==> src/rtl/core/dram_least_issue_delay_assert.svh <==
// Assertion macros for the least issue delay RTL.
// Depends on nothing; included inside module bodies.
`ifndef DRAM_LEAST_ISSUE_DELAY_ASSERT_SVH
`define DRAM_LEAST_ISSUE_DELAY_ASSERT_SVH

// Same-cycle implication, checked out of reset.
`define DLI_ASSERT_IMP(label, clk, rst_n, ante, cons, msg) \
    label: assert property (@(posedge clk) disable iff (!(rst_n)) (ante) |-> (cons)) \
        else $error(msg);

// Next-cycle implication, checked out of reset.
`define DLI_ASSERT_NXT(label, clk, rst_n, ante, cons, msg) \
    label: assert property (@(posedge clk) disable iff (!(rst_n)) (ante) |=> (cons)) \
        else $error(msg);

`endif

==> src/rtl/core/dli_pkg.sv <==
// Package for the DRAM least issue delay block: widths, constants, types.
// No dependencies.
`timescale 1ns / 1ps
`default_nettype none
package dli_pkg;

    // Device geometry
    localparam int BANK_GROUPS      = 2;
    localparam int BURST_LENGTH     = 8;
    localparam int COL_TO_COL_SHORT = 4;

    // Field widths
    localparam int TIMING_W  = 8;
    localparam int BURST_W   = 7;
    localparam int DELAY_W   = 16;
    localparam int CALC_W    = 12;
    localparam int CFG_IDX_W = 3;

    // Request kinds
    localparam logic CMD_READ  = 1'b0;
    localparam logic CMD_WRITE = 1'b1;

    // Register indexes
    localparam logic [CFG_IDX_W-1:0] CFG_ACT_TO_COL    = 3'd0;
    localparam logic [CFG_IDX_W-1:0] CFG_PRECHARGE     = 3'd1;
    localparam logic [CFG_IDX_W-1:0] CFG_WRITE_LAT     = 3'd2;
    localparam logic [CFG_IDX_W-1:0] CFG_WRITE_REC     = 3'd3;
    localparam logic [CFG_IDX_W-1:0] CFG_ACT_TO_PRE    = 3'd4;
    localparam logic [CFG_IDX_W-1:0] CFG_READ_TO_PRE   = 3'd5;
    localparam logic [CFG_IDX_W-1:0] CFG_ACT_TO_ACT_S  = 3'd6;
    localparam logic [CFG_IDX_W-1:0] CFG_COL_TO_COL_L  = 3'd7;

    typedef logic [TIMING_W-1:0] t_timing_val;

    typedef struct packed {
        t_timing_val act_to_col_delay;
        t_timing_val precharge_time;
        t_timing_val write_latency;
        t_timing_val write_recovery;
        t_timing_val act_to_pre_min;
        t_timing_val read_to_pre;
        t_timing_val act_to_act_short;
        t_timing_val col_to_col_long;
    } t_timing;

    typedef struct packed {
        logic               cmd;
        logic [BURST_W-1:0] burst_count;
        logic               is_aligned;
    } t_req;

endpackage
`default_nettype wire

==> src/rtl/core/dli_if.sv <==
// Channel interfaces of the least issue delay block: request, response, config.
// Depends on dli_pkg.
`timescale 1ns / 1ps
`default_nettype none
interface dli_req_if;
    logic                         valid;
    logic                         ready;
    logic                         cmd;
    logic [dli_pkg::BURST_W-1:0]  burst_count;
    logic                         is_aligned;
    modport source (output valid, cmd, burst_count, is_aligned, input ready);
    modport sink   (input valid, cmd, burst_count, is_aligned, output ready);
endinterface

interface dli_rsp_if;
    logic                         valid;
    logic                         ready;
    logic [dli_pkg::DELAY_W-1:0]  delay_cycles;
    modport source (output valid, delay_cycles, input ready);
    modport sink   (input valid, delay_cycles, output ready);
endinterface

interface dli_cfg_if;
    logic                          valid;
    logic                          ready;
    logic [dli_pkg::CFG_IDX_W-1:0] index;
    logic [dli_pkg::TIMING_W-1:0]  data;
    modport source (output valid, index, data, input ready);
    modport sink   (input valid, index, data, output ready);
endinterface
`default_nettype wire

==> src/rtl/core/dram_least_issue_delay.sv <==
// Least issue delay: an accepted request passes the request register, then the response register drives valid.
// Throughput one request per cycle while o_rsp.ready keeps the response register draining; the single
// combinational calculation stage lies between the request register and the response register.
// Reset (synchronous, active low) empties both stages and loads default timings.
// Depends on dli_pkg, dli_if, dli_cfg_regs, dli_calc and the assertion header.
`timescale 1ns / 1ps
`default_nettype none
module dram_least_issue_delay (
    input  wire logic i_clk,
    input  wire logic i_rst_n,
    dli_req_if.sink   i_req,
    dli_rsp_if.source o_rsp,
    dli_cfg_if.sink   i_cfg
);
    import dli_pkg::*;
    `include "dram_least_issue_delay_assert.svh"

    t_timing            timing;
    t_req               req_word;
    logic [CALC_W-1:0]  calc_delay;
    logic               out_free;
    logic               s1_adv;

    logic               r_s1_valid;
    t_req               r_s1_req;
    logic               r_out_valid;
    logic [CALC_W-1:0]  r_out_delay;

    dli_cfg_regs u_cfg_regs (
        .i_clk    (i_clk),
        .i_rst_n  (i_rst_n),
        .i_cfg    (i_cfg),
        .o_timing (timing)
    );

    dli_calc u_calc (
        .i_req    (r_s1_req),
        .i_timing (timing),
        .o_delay  (calc_delay)
    );

    // Handshake: advance when the response register is free or draining
    assign out_free    = !r_out_valid || o_rsp.ready;
    assign s1_adv      = r_s1_valid && out_free;
    assign i_req.ready = !r_s1_valid || out_free;
    assign req_word    = '{cmd: i_req.cmd, burst_count: i_req.burst_count,
                           is_aligned: i_req.is_aligned};

    assign o_rsp.valid        = r_out_valid;
    assign o_rsp.delay_cycles = DELAY_W'(r_out_delay);

    // Stage valids
    always_ff @(posedge i_clk) begin
        if (!i_rst_n) begin
            r_s1_valid  <= 1'b0;
            r_out_valid <= 1'b0;
        end else begin
            if (i_req.ready) begin
                r_s1_valid <= i_req.valid;
            end
            if (out_free) begin
                r_out_valid <= r_s1_valid;
            end
        end
    end

    // Stage payloads
    always_ff @(posedge i_clk) begin
        if (i_req.valid && i_req.ready) begin
            r_s1_req <= req_word;
        end
        if (s1_adv) begin
            r_out_delay <= calc_delay;
        end
    end

    `DLI_ASSERT_NXT(a_s1_to_out, i_clk, i_rst_n, s1_adv, r_out_valid,
                    "stage word lost")
    `DLI_ASSERT_IMP(a_stall_full, i_clk, i_rst_n, !i_req.ready,
                    r_s1_valid && r_out_valid, "stall without full pipe")
    `DLI_ASSERT_IMP(a_delay_range, i_clk, i_rst_n, r_out_valid,
                    o_rsp.delay_cycles[DELAY_W-1:CALC_W] == '0, "delay out of range")

endmodule
`default_nettype wire

==> src/rtl/core/dli_cfg_regs.sv <==
// Timing register file written through the configuration channel.
// Depends on dli_pkg and dli_cfg_if.
`timescale 1ns / 1ps
`default_nettype none
module dli_cfg_regs (
    input  wire logic     i_clk,
    input  wire logic     i_rst_n,
    dli_cfg_if.sink       i_cfg,
    output dli_pkg::t_timing o_timing
);
    import dli_pkg::*;

    t_timing r_timing;
    t_timing n_timing;

    // Always able to take a word
    assign i_cfg.ready = 1'b1;
    assign o_timing    = r_timing;

    // Decode the index and replace one field
    always_comb begin
        n_timing = r_timing;
        if (i_cfg.valid) begin
            case (i_cfg.index)
                CFG_ACT_TO_COL:   n_timing.act_to_col_delay = i_cfg.data;
                CFG_PRECHARGE:    n_timing.precharge_time   = i_cfg.data;
                CFG_WRITE_LAT:    n_timing.write_latency    = i_cfg.data;
                CFG_WRITE_REC:    n_timing.write_recovery   = i_cfg.data;
                CFG_ACT_TO_PRE:   n_timing.act_to_pre_min   = i_cfg.data;
                CFG_READ_TO_PRE:  n_timing.read_to_pre      = i_cfg.data;
                CFG_ACT_TO_ACT_S: n_timing.act_to_act_short = i_cfg.data;
                CFG_COL_TO_COL_L: n_timing.col_to_col_long  = i_cfg.data;
                default:          n_timing = r_timing;
            endcase
        end
    end

    // Hold timings; reset to the default speed bin
    always_ff @(posedge i_clk) begin
        if (!i_rst_n) begin
            r_timing.act_to_col_delay <= 8'd22;
            r_timing.precharge_time   <= 8'd22;
            r_timing.write_latency    <= 8'd16;
            r_timing.write_recovery   <= 8'd24;
            r_timing.act_to_pre_min   <= 8'd52;
            r_timing.read_to_pre      <= 8'd12;
            r_timing.act_to_act_short <= 8'd9;
            r_timing.col_to_col_long  <= 8'd8;
        end else begin
            r_timing <= n_timing;
        end
    end

endmodule
`default_nettype wire

==> src/rtl/core/dli_calc.sv <==
// Combinational delay calculation for one registered request.
// Depends on dli_pkg.
`timescale 1ns / 1ps
`default_nettype none
module dli_calc (
    input  wire dli_pkg::t_req              i_req,
    input  wire dli_pkg::t_timing           i_timing,
    output logic [dli_pkg::CALC_W-1:0]      o_delay
);
    import dli_pkg::*;

    localparam logic [CALC_W-1:0] CCDS     = CALC_W'(COL_TO_COL_SHORT);
    localparam logic [CALC_W-1:0] HALF_BL  = CALC_W'(BURST_LENGTH / 2);
    localparam logic [CALC_W-1:0] PRE_PAD  = CALC_W'(3);

    logic [BURST_W-1:0] b;
    logic [BURST_W-1:0] b_m1;
    logic [BURST_W-1:0] b_m4;
    logic [BURST_W-1:0] b_m5;
    logic [CALC_W-1:0]  rrd;
    logic [CALC_W-1:0]  rcd;
    logic [CALC_W-1:0]  ccdl;
    logic [CALC_W-1:0]  act_cas;
    logic [1:0]         act_lim;
    logic [1:0]         act_n;
    logic [CALC_W-1:0]  spacing;
    logic [CALC_W-1:0]  via_rtp;
    logic [CALC_W-1:0]  via_ras;
    logic [CALC_W-1:0]  base;

    // Treat zero bursts as one
    always_comb begin
        b    = (i_req.burst_count == '0) ? BURST_W'(1) : i_req.burst_count;
        b_m1 = b - BURST_W'(1);
        b_m4 = b - BURST_W'(4);
        b_m5 = b - BURST_W'(5);
        rrd  = CALC_W'(i_timing.act_to_act_short);
        rcd  = CALC_W'(i_timing.act_to_col_delay);
        ccdl = CALC_W'(i_timing.col_to_col_long);
    end

    // Activate to column time
    always_comb begin
        if (BANK_GROUPS > 2) begin
            act_cas = rcd + CALC_W'(b_m1) * CCDS;
        end else if (b <= BURST_W'(4)) begin
            act_cas = rcd + (b_m1[0] ? rrd : '0) + (b_m1[1] ? (rrd << 1) : '0);
        end else if (b <= BURST_W'(6)) begin
            act_cas = (rrd << 1) + rcd + (b_m4[1] ? (ccdl << 1) : ccdl) + CCDS;
        end else if (b <= BURST_W'(8)) begin
            act_cas = (rrd << 1) + rrd + rcd + ccdl + CCDS;
        end else if (b[0]) begin
            act_cas = rrd + rcd + (ccdl << 1) + CALC_W'(b_m4) * CCDS;
        end else begin
            act_cas = (rrd << 1) + rcd + ccdl + CALC_W'(b_m5) * CCDS;
        end
    end

    // Extra activate spacing for reads: min(b - 1, aligned ? 1 : 3) of tRRD_S
    always_comb begin
        act_lim = i_req.is_aligned ? 2'd1 : 2'd3;
        act_n   = (b_m1 < BURST_W'(act_lim)) ? b_m1[1:0] : act_lim;
        spacing = (act_n[0] ? rrd : '0) + (act_n[1] ? (rrd << 1) : '0);
    end

    // Pick the read or write path, then add precharge
    always_comb begin
        via_rtp = act_cas + CALC_W'(i_timing.read_to_pre);
        via_ras = CALC_W'(i_timing.act_to_pre_min) + spacing;
        case (i_req.cmd)
            CMD_WRITE: base = act_cas + CALC_W'(i_timing.write_latency) + HALF_BL
                              + CALC_W'(i_timing.write_recovery);
            CMD_READ:  base = (via_rtp > via_ras) ? via_rtp : via_ras;
            default:   base = via_rtp;
        endcase
        o_delay = base + CALC_W'(i_timing.precharge_time) + PRE_PAD;
    end

endmodule
`default_nettype wire
==> src/flat_wrapper.sv <==
// flat-port wrapper written by rule: the top's interface ports become plain ports
module dram_least_issue_delay_flat import dli_pkg::*;
  (i_clk, i_rst_n, i_req_valid, i_req_cmd, i_req_burst_count, i_req_is_aligned, i_req_ready, o_rsp_valid, o_rsp_delay_cycles, o_rsp_ready, i_cfg_valid, i_cfg_index, i_cfg_data, i_cfg_ready);
  dli_req_if i_req_i ();
  dli_rsp_if o_rsp_i ();
  dli_cfg_if i_cfg_i ();
  input  wire logic i_clk;
  input  wire logic i_rst_n;
  input wire logic [$bits(i_req_i.valid)-1:0] i_req_valid;
  input wire logic [$bits(i_req_i.cmd)-1:0] i_req_cmd;
  input wire logic [$bits(i_req_i.burst_count)-1:0] i_req_burst_count;
  input wire logic [$bits(i_req_i.is_aligned)-1:0] i_req_is_aligned;
  output wire logic [$bits(i_req_i.ready)-1:0] i_req_ready;
  output wire logic [$bits(o_rsp_i.valid)-1:0] o_rsp_valid;
  output wire logic [$bits(o_rsp_i.delay_cycles)-1:0] o_rsp_delay_cycles;
  input wire logic [$bits(o_rsp_i.ready)-1:0] o_rsp_ready;
  input wire logic [$bits(i_cfg_i.valid)-1:0] i_cfg_valid;
  input wire logic [$bits(i_cfg_i.index)-1:0] i_cfg_index;
  input wire logic [$bits(i_cfg_i.data)-1:0] i_cfg_data;
  output wire logic [$bits(i_cfg_i.ready)-1:0] i_cfg_ready;
  assign i_req_i.valid = i_req_valid;
  assign i_req_i.cmd = i_req_cmd;
  assign i_req_i.burst_count = i_req_burst_count;
  assign i_req_i.is_aligned = i_req_is_aligned;
  assign i_req_ready = i_req_i.ready;
  assign o_rsp_valid = o_rsp_i.valid;
  assign o_rsp_delay_cycles = o_rsp_i.delay_cycles;
  assign o_rsp_i.ready = o_rsp_ready;
  assign i_cfg_i.valid = i_cfg_valid;
  assign i_cfg_i.index = i_cfg_index;
  assign i_cfg_i.data = i_cfg_data;
  assign i_cfg_ready = i_cfg_i.ready;
  dram_least_issue_delay u_core (.i_clk(i_clk), .i_rst_n(i_rst_n), .i_req(i_req_i), .o_rsp(o_rsp_i), .i_cfg(i_cfg_i));
endmodule
==> config.mk <==
export PLATFORM = sky130hd
export DESIGN_NAME = dram_least_issue_delay_flat
export DESIGN_NICKNAME = d
export VERILOG_FILES = /design/src/rtl/core/dli_pkg.sv /design/src/rtl/core/dli_if.sv /design/src/rtl/core/dram_least_issue_delay.sv /design/src/rtl/core/dli_cfg_regs.sv /design/src/rtl/core/dli_calc.sv /design/src/flat_wrapper.sv
export VERILOG_INCLUDE_DIRS = /design/src /design/src/rtl/core
export SDC_FILE = /design/constraint.sdc
export NUM_CORES = 1
export LEC_CHECK = 0
export ABC_AREA = 1
export BUFFER_PORTS_ARGS = -buffer_cell sky130_fd_sc_hd__buf_2
export CORE_MARGIN = 4
export CORE_UTILIZATION = 40
export DETAILED_ROUTE_END_ITERATION = 8
export GPL_TIMING_DRIVEN = 0
export PLACE_DENSITY_LB_ADDON = 0.15
export SYNTH_ARGS = -nofsm -noshare
export SYNTH_HDL_FRONTEND = slang
export SYNTH_HIERARCHICAL = 1
export SYNTH_SLANG_ARGS = --single-unit
==> constraint.sdc <==
create_clock -name i_clk -period 15.2 [get_ports i_clk]
set_input_delay 1.52 -clock i_clk [delete_from_list [all_inputs] [get_ports i_clk]]
set_output_delay 1.52 -clock i_clk [all_outputs]
set_load 0.05 [all_outputs]
# Word level (Yosys, flattened, before mapping)
# Cells that the tools add are included.
[word_totals]
latchBits = 0
register_bits = 87
memories = 0
input_bits = 25
ramBits = 0
wordCells = 82
mem_bits_ro = 0
[classes]
multipliers = 0
n_div = 0
muxes = 14
bitwise_logic = 1
shifts = 0
n_lt_le_gt_ge = 5
reduce_logical = 16
addsub = 25
n_eq_ne = 7
[op_table]
columns = ["op", "count"]
rows = [
  ["$mux W12", 5],
  ["$add A12 B8 Y12", 4],
  ["$add A12 B3 Y12 const B", 3],
  ["$mux W9", 3],
  ["$pmux W12 S2", 1],
  ["$add A10 B8 Y11", 2],
  ["$add A9 B8 Y10", 2],
  ["$add A9 B9 Y10", 2],
  ["$add A8 B8 Y9", 2],
  ["$mux W8", 2],
  ["$reduce_and A2 Y1", 8],
  ["$le A7 B3 Y1 const B", 2],
  ["$sub A7 B3 Y7 const B", 2],
  ["$add A11 B8 Y12", 1],
  ["$add A11 B9 Y12", 1],
  ["$add A12 B2 Y12 const B", 1],
  ["$add A12 B9 Y12", 1],
  ["$eq A3 B3 Y1 const B", 4],
  ["$gt A12 B11 Y1", 1],
  ["$add A10 B9 Y11", 1],
  ["$add A8 B10 Y11", 1],
  ["$add A8 B9 Y10", 1],
  ["$le A7 B4 Y1 const B", 1],
  ["$logic_not A7 Y1", 1],
  ["other kinds (11)", 16],
]

# Depth between registers and ports, before layout
[depth]
ltp_word = 14
ltp_mapped = 55
mapped_depth_nobuf = 54

# Modules after synthesis
# Netlist, hierarchy kept.
[by_module_without_submodules]
columns = ["mod", "n_inst", "cells_per_inst", "area_each_um2"]
rows = [
  ["dli_calc", 1, 1018, 7046.8],
  ["dli_cfg_regs", 1, 359, 2544.9],
  ["dram_least_issue_delay", 1, 39, 759.5],
]

# Least setup slack after synthesis
# No wires, ideal clock.
[synth_timing]
path_kind = "register -> register"
start = "register u_core/r_s1_req[3] (netlist bit)"
end = "register u_core.r_out_delay[9] (data pin)"
slack_ps = 6770
t_arrival_ps = 8177
setup_ps = 253
path_stages_with_launch = 51
required_ps = 14947
n_path_buf = 2
cell_sequence = "edfxtp_1 > inv_1 > ha_1 > inv_1 > nor2_4 > nand3_4 > nand2_2 > clkbuf_1 > buf_1 > fa_1 > fa_1 > ha_1 > fa_1 > xor2_1 > a221oi_1 > o21a_1 > o21ai_0 > o21a_1 > [... 15 more ...] > a21oi_1 > nor2_4 > nand3_4 > inv_4 > nor2_1 > o22ai_1 > ha_1 > inv_1 > ha_1 > inv_1 > fa_1 > o21ai_0 > a21oi_1 > inv_1 > a21oi_1 > o21ai_0 > nand3b_1 > nand2_1"
[synth_via]
elab_chain_cells = 14
word_cells_on_any_way = 36
classes_between = "17 x add/sub; 5 x order compare; 13 x mux; 1 x reduce/logical"
[synth_lines]
columns = ["element", "line", "text"]
rows = [
  ["from (decl)", "dram_least_issue_delay.sv:25", "t_req r_s1_req;"],
  ["from (signal assigned)", "dram_least_issue_delay.sv:70", "r_s1_req <= req_word;"],
  ["$logic_not A7 Y1", "dli_calc.sv:33", "b = (i_req.burst_count == '0) ? BURST_W'(1) : i_req.burst_count;"],
  ["$mux W7 *", "dli_calc.sv:33", ""],
  ["$sub A7 B3 Y7 (on tied branches)", "dli_calc.sv:35, dli_calc.sv:36", ""],
  ["$mux W9, or another cell as far along", "dli_calc.sv:49", "act_cas = (rrd << 1) + rcd + (b_m4[1] ? (ccdl << 1) : ccdl) + CCDS;"],
  ["$add A12 B9 Y12 or $mux W12 (tied branches)", "dli_calc.sv:49, dli_calc.sv:52", ""],
  ["$add A12 B3 Y12 or $mux W12 (tied branches)", "dli_calc.sv:49, dli_calc.sv:50", ""],
  ["$mux W12", "dli_calc.sv:48", "end else if (b <= BURST_W'(6)) begin"],
  ["$mux W12", "dli_calc.sv:46", "end else if (b <= BURST_W'(4)) begin"],
  ["$add A12 B8 Y12 (on tied branches)", "dli_calc.sv:71, dli_calc.sv:68", ""],
  ["$add A12 B3 Y12 or $gt A12 B11 Y1 (tied branches)", "dli_calc.sv:71, dli_calc.sv:73", ""],
  ["$add A12 B8 Y12 or $mux W12 (tied branches)", "dli_calc.sv:72, dli_calc.sv:73", ""],
  ["$pmux W12 S2 *", "dli_calc.sv:70", "case (i_req.cmd)"],
  ["$add A12 B8 Y12 *", "dli_calc.sv:76", "o_delay = base + CALC_W'(i_timing.precharge_time) + PRE_PAD;"],
  ["$add A12 B2 Y12 *", "dli_calc.sv:76", ""],
  ["via u_core.calc_delay[9]", "dram_least_issue_delay.sv:20", "logic [CALC_W-1:0] calc_delay;"],
  ["to (signal assigned)", "dram_least_issue_delay.sv:73", "r_out_delay <= calc_delay;"],
  ["to (decl)", "dram_least_issue_delay.sv:27", "logic [CALC_W-1:0] r_out_delay;"],
]
# Mark *: on every way through the listed nets, which the timed path passes. The rest lies on a longest branch.
# A chain may end at the register's enable or synchronous reset.

# Worst setup path after layout
# Ends and elaborated chain as after synthesis.

==> impl_results.md <==
* Post-synthesis xor/xnor area fraction at 4.65%
* Commonest cells post-synth: nand2_1, inv_1, nor2_1, ha_1, nand3_1
* Die Span X at 169 µm
* Fraction of registers with async set/reset at 0%
* Buf+Inv Stages, Crit Path at 9
* RSZ-0062 raised after global routing: no
* Top cell family by delay on the critical path: adder cells
* Crit path required time at 15310 ps
* Vias in the first global route at 8470
* Slew @ Worst Pin at 1290 ps
* Yosys top cell by area: ha_1
* Outcome: completed
* Final Wtd Congestion at 0.875
* Max-capacitance violation count at 0
* Antenna violations before repair at 0
* Antenna viol nets, final at 0
* Total die area at 0.0285 mm²
* Global Route Usage Sum at 20.2%
* Register clock-pin slew on the reported worst setup and hold paths at 70 ps
* Fin crit share at 67.1%
* Detailed Place HPWL at 23800 µm
* DR WL/cell at 15.9 µm
* Synth Area in Compound Gates at 10.8%
* # hold bufs at CTS at 0
* VDD IR max at 0.0680 mV
* Reg-to-reg endpoint: u_core/r_out_delay[9]
* Seq/Total Area, Yosys at 18.9%
* Largest family of logic cells by synthesized area: adder cells
* Initial Util at 40.9%
* Crit path arrival time at 10310 ps
* DRT Pass-1 Iters at 5
* Clock skew at 17.1 ps
* Postcts setup bufs at 0
* Drt initial violations at 612
* I/O pin count at 44
* Clock Sinks at 87
* Final min period at 10200 ps
* R2r startpoint: u_core/r_s1_req[3]
* CP max stage cell: fa_1
* Worst-Skew Late Latency at 350 ps
* Global-route wire length before repair at 45500 µm
* Comb power frac at 57.6%
* Final WL at 28600 µm
* Final #Nets at 1699
* Syn Inst Count at 1416
* Worst setup SP type: flip-flop
* Leakage at 5.82 nW
* CP max FO at 10
* Layout cells sized above 1 at 8.62%
* Final Core Density at 44.5%
* CP max stage delay at 540 ps
* Flop and latch count out of synthesis at 87
* Top_reg_cell synth: dfxtp_1
* Mapped cell area at 0.0104 mm²
* Cts bufs inserted at 9
* Htree depth at 3
* Hold Crit Start: u_core/u_cfg_regs/o_timing[43]
* Area delta synth->final at 8.84%
* R2r setup slk at 5000 ps
* Top cells by area, synth: ha_1, dfxtp_1, fa_1, nand2_1, inv_1
* Rel. slew slack at 13.8%
* PD cells at 106 mW/mm²
* Top-area cell type share of the netlist area at 17.5%
* Net Sw Frac at 46.1%
* Flop pwr share at 23.8%
* Clock root buffer: clkbuf_16
* Detailed-route vias per instance at 4.98
* Port bufs at 38
* Mux cell area share after synthesis at 0%
* Final max-slew violation count at 0
* Post-Synth Adder-Cell Area at 29.3%
* Net switching power at 0.000553 W
* Cell internal pwr at 0.000646 W
* Clock power frac at 18.6%
* Library cells used by synthesis at 54
* CTS tree: built
* Kind of critical path: reg -> reg
* Yosys warns at 6
* Worst hold endpoint: u_core/u_cfg_regs/o_timing[43]
* Maximum clock rate at 98.0 MHz
* R2r worst-path depth at 49
* HP Class: reg -> reg
* Post-synth EDFFs at 21
* Height of the die at 169 µm
* Core ar. at 0.0253 mm²
* Hold depth at 2
* Most instantiated library cell after synthesis: nand2_1
* Crit. End Element: flip-flop
* Largest net degree at the start of global routing at 19
* Mean Syn Cell Area at 7.31 µm²
* # rows at 58
* Final setup vio count at 0
* Simple-gate share of the synthesized area at 26.2%
* Setup TNS at 0 ps
* # resized after CTS at 0
* Final hold violations at 0
* Global route overflow at 0
* ANT cells at 0
* # DRC at 0
* Clock buffer depth at 2
* Vias at 8973
==> power groups by stage <==
stage	registers (W)	logic [W]	clock network, W
finish	0.000285	0.000690	0.000223
global route	0.000288	0.000794	0.000241
CTS	0.000285	0.000693	0.000230
detailed placement	0.000291	0.000689	0
global placement	0.000290	0.000679	0
floorplan	0.000325	0.000505	0
==> worst max-delay path by stage <==
stage          depth (start not counted)  slack [ps]          startpoint                     to
3_3_place_gp                          49        5030  u_core/r_s1_req[3]  u_core/r_out_delay[9]
5_1_grt                               47        4040  u_core/r_s1_req[3]  u_core/r_out_delay[9]
2_1_floorplan                         50        6770  u_core/r_s1_req[3]  u_core/r_out_delay[9]
4_1_cts                               46        4980  u_core/r_s1_req[3]  u_core/r_out_delay[9]
6_report                              49        5000  u_core/r_s1_req[3]  u_core/r_out_delay[9]
3_5_place_dp                          46        4990  u_core/r_s1_req[3]  u_core/r_out_delay[9]
==> state kept, by name, summed over array words and instances, names as in the netlist <==
| register | count |
|---|---|
| u_core/o_rsp.valid | 1 |
| u_core/r_out_delay | 12 |
| u_core/r_s1_req | 9 |
| u_core/r_s1_valid | 1 |
| u_core/u_cfg_regs/o_timing | 64 |
==> metrics by stage <==
step	hold WS, ps	instances	cell area [µm²]	total power (W)	worst slack (ps)
final	489	1803	11300	0.00120	5000
after global routing	509	1803	11300	0.00132	4040
after CTS	484	1803	11300	0.00121	4980
after detailed placement	464	1787	11000	0.000979	4990
after global placement	448	1787	11000	0.000969	5030
after floorplan	429	1419	10400	0.000830	6770
==> cells in the final DEF (no fill, tap or decap), types with 5 or more instances in the layout <==
cell type,instances
nand2_1,274
inv_1,219
nor2_1,177
ha_1,145
nand3_1,98
a21oi_1,81
dfxtp_1,66
fa_1,61
o21ai_0,53
buf_2,45
xor2_1,42
edfxtp_1,21
xnor2_1,13
nand4_1,13
nor2_2,11
o21bai_1,11
clkbuf_16,9
buf_4,9
nor3_1,8
o21ai_1,8
nor2_4,7
inv_2,7
o211ai_1,7
clkbuf_1,6
buf_1,6
conb_1,5
nand2_4,5
nand3b_1,5
==> logic make-up after synthesis <==
| logic type | count (synthesis) |
|---|---|
| buf+inv | 259 |
| simple gates | 616 |
| other cells | 2 |
| flops | 87 |
| fa+ha+maj | 206 |
| xor+xnor | 55 |
| compound gates | 191 |
==> routing by layer <==
| layer | routed length (µm) | up-vias | track usage, % | share of wire, % |
|---|---|---|---|---|
| li1 | - | 4661 | - | - |
| met1 | 14700 | 4125 | 30.9 | 51 |
| met2 | 12400 | 168 | 31.1 | 43 |
| met3 | 1290 | 19 | 2.10 | 4.5 |
| met4 | 313 | 0 | 3.71 | 1.1 |
| met5 | 0 | - | 0 | 0 |
==> final cells by class <==
cell class,instances,area [µm²]
multi-input cells,1073,7360
flip-flops and latches,87,1950
inverters,227,855
plain buffers,32,193
clock buffers,9,225
repair buffers,38,190
fillers,2592,14100
well taps,330,413
clock inverters,7,75.1
==> worst register-to-register path: cells and delay by family (launching register included) <==
kind            cells  cell delay [ps]
buf+inv             9             1630
compound gates     12             2390
flops               1              430
fa+ha+maj          10             3390
simple gates       16             1790
xor+xnor            2              310
No activity file was read; power rests on OpenSTA's default activity.
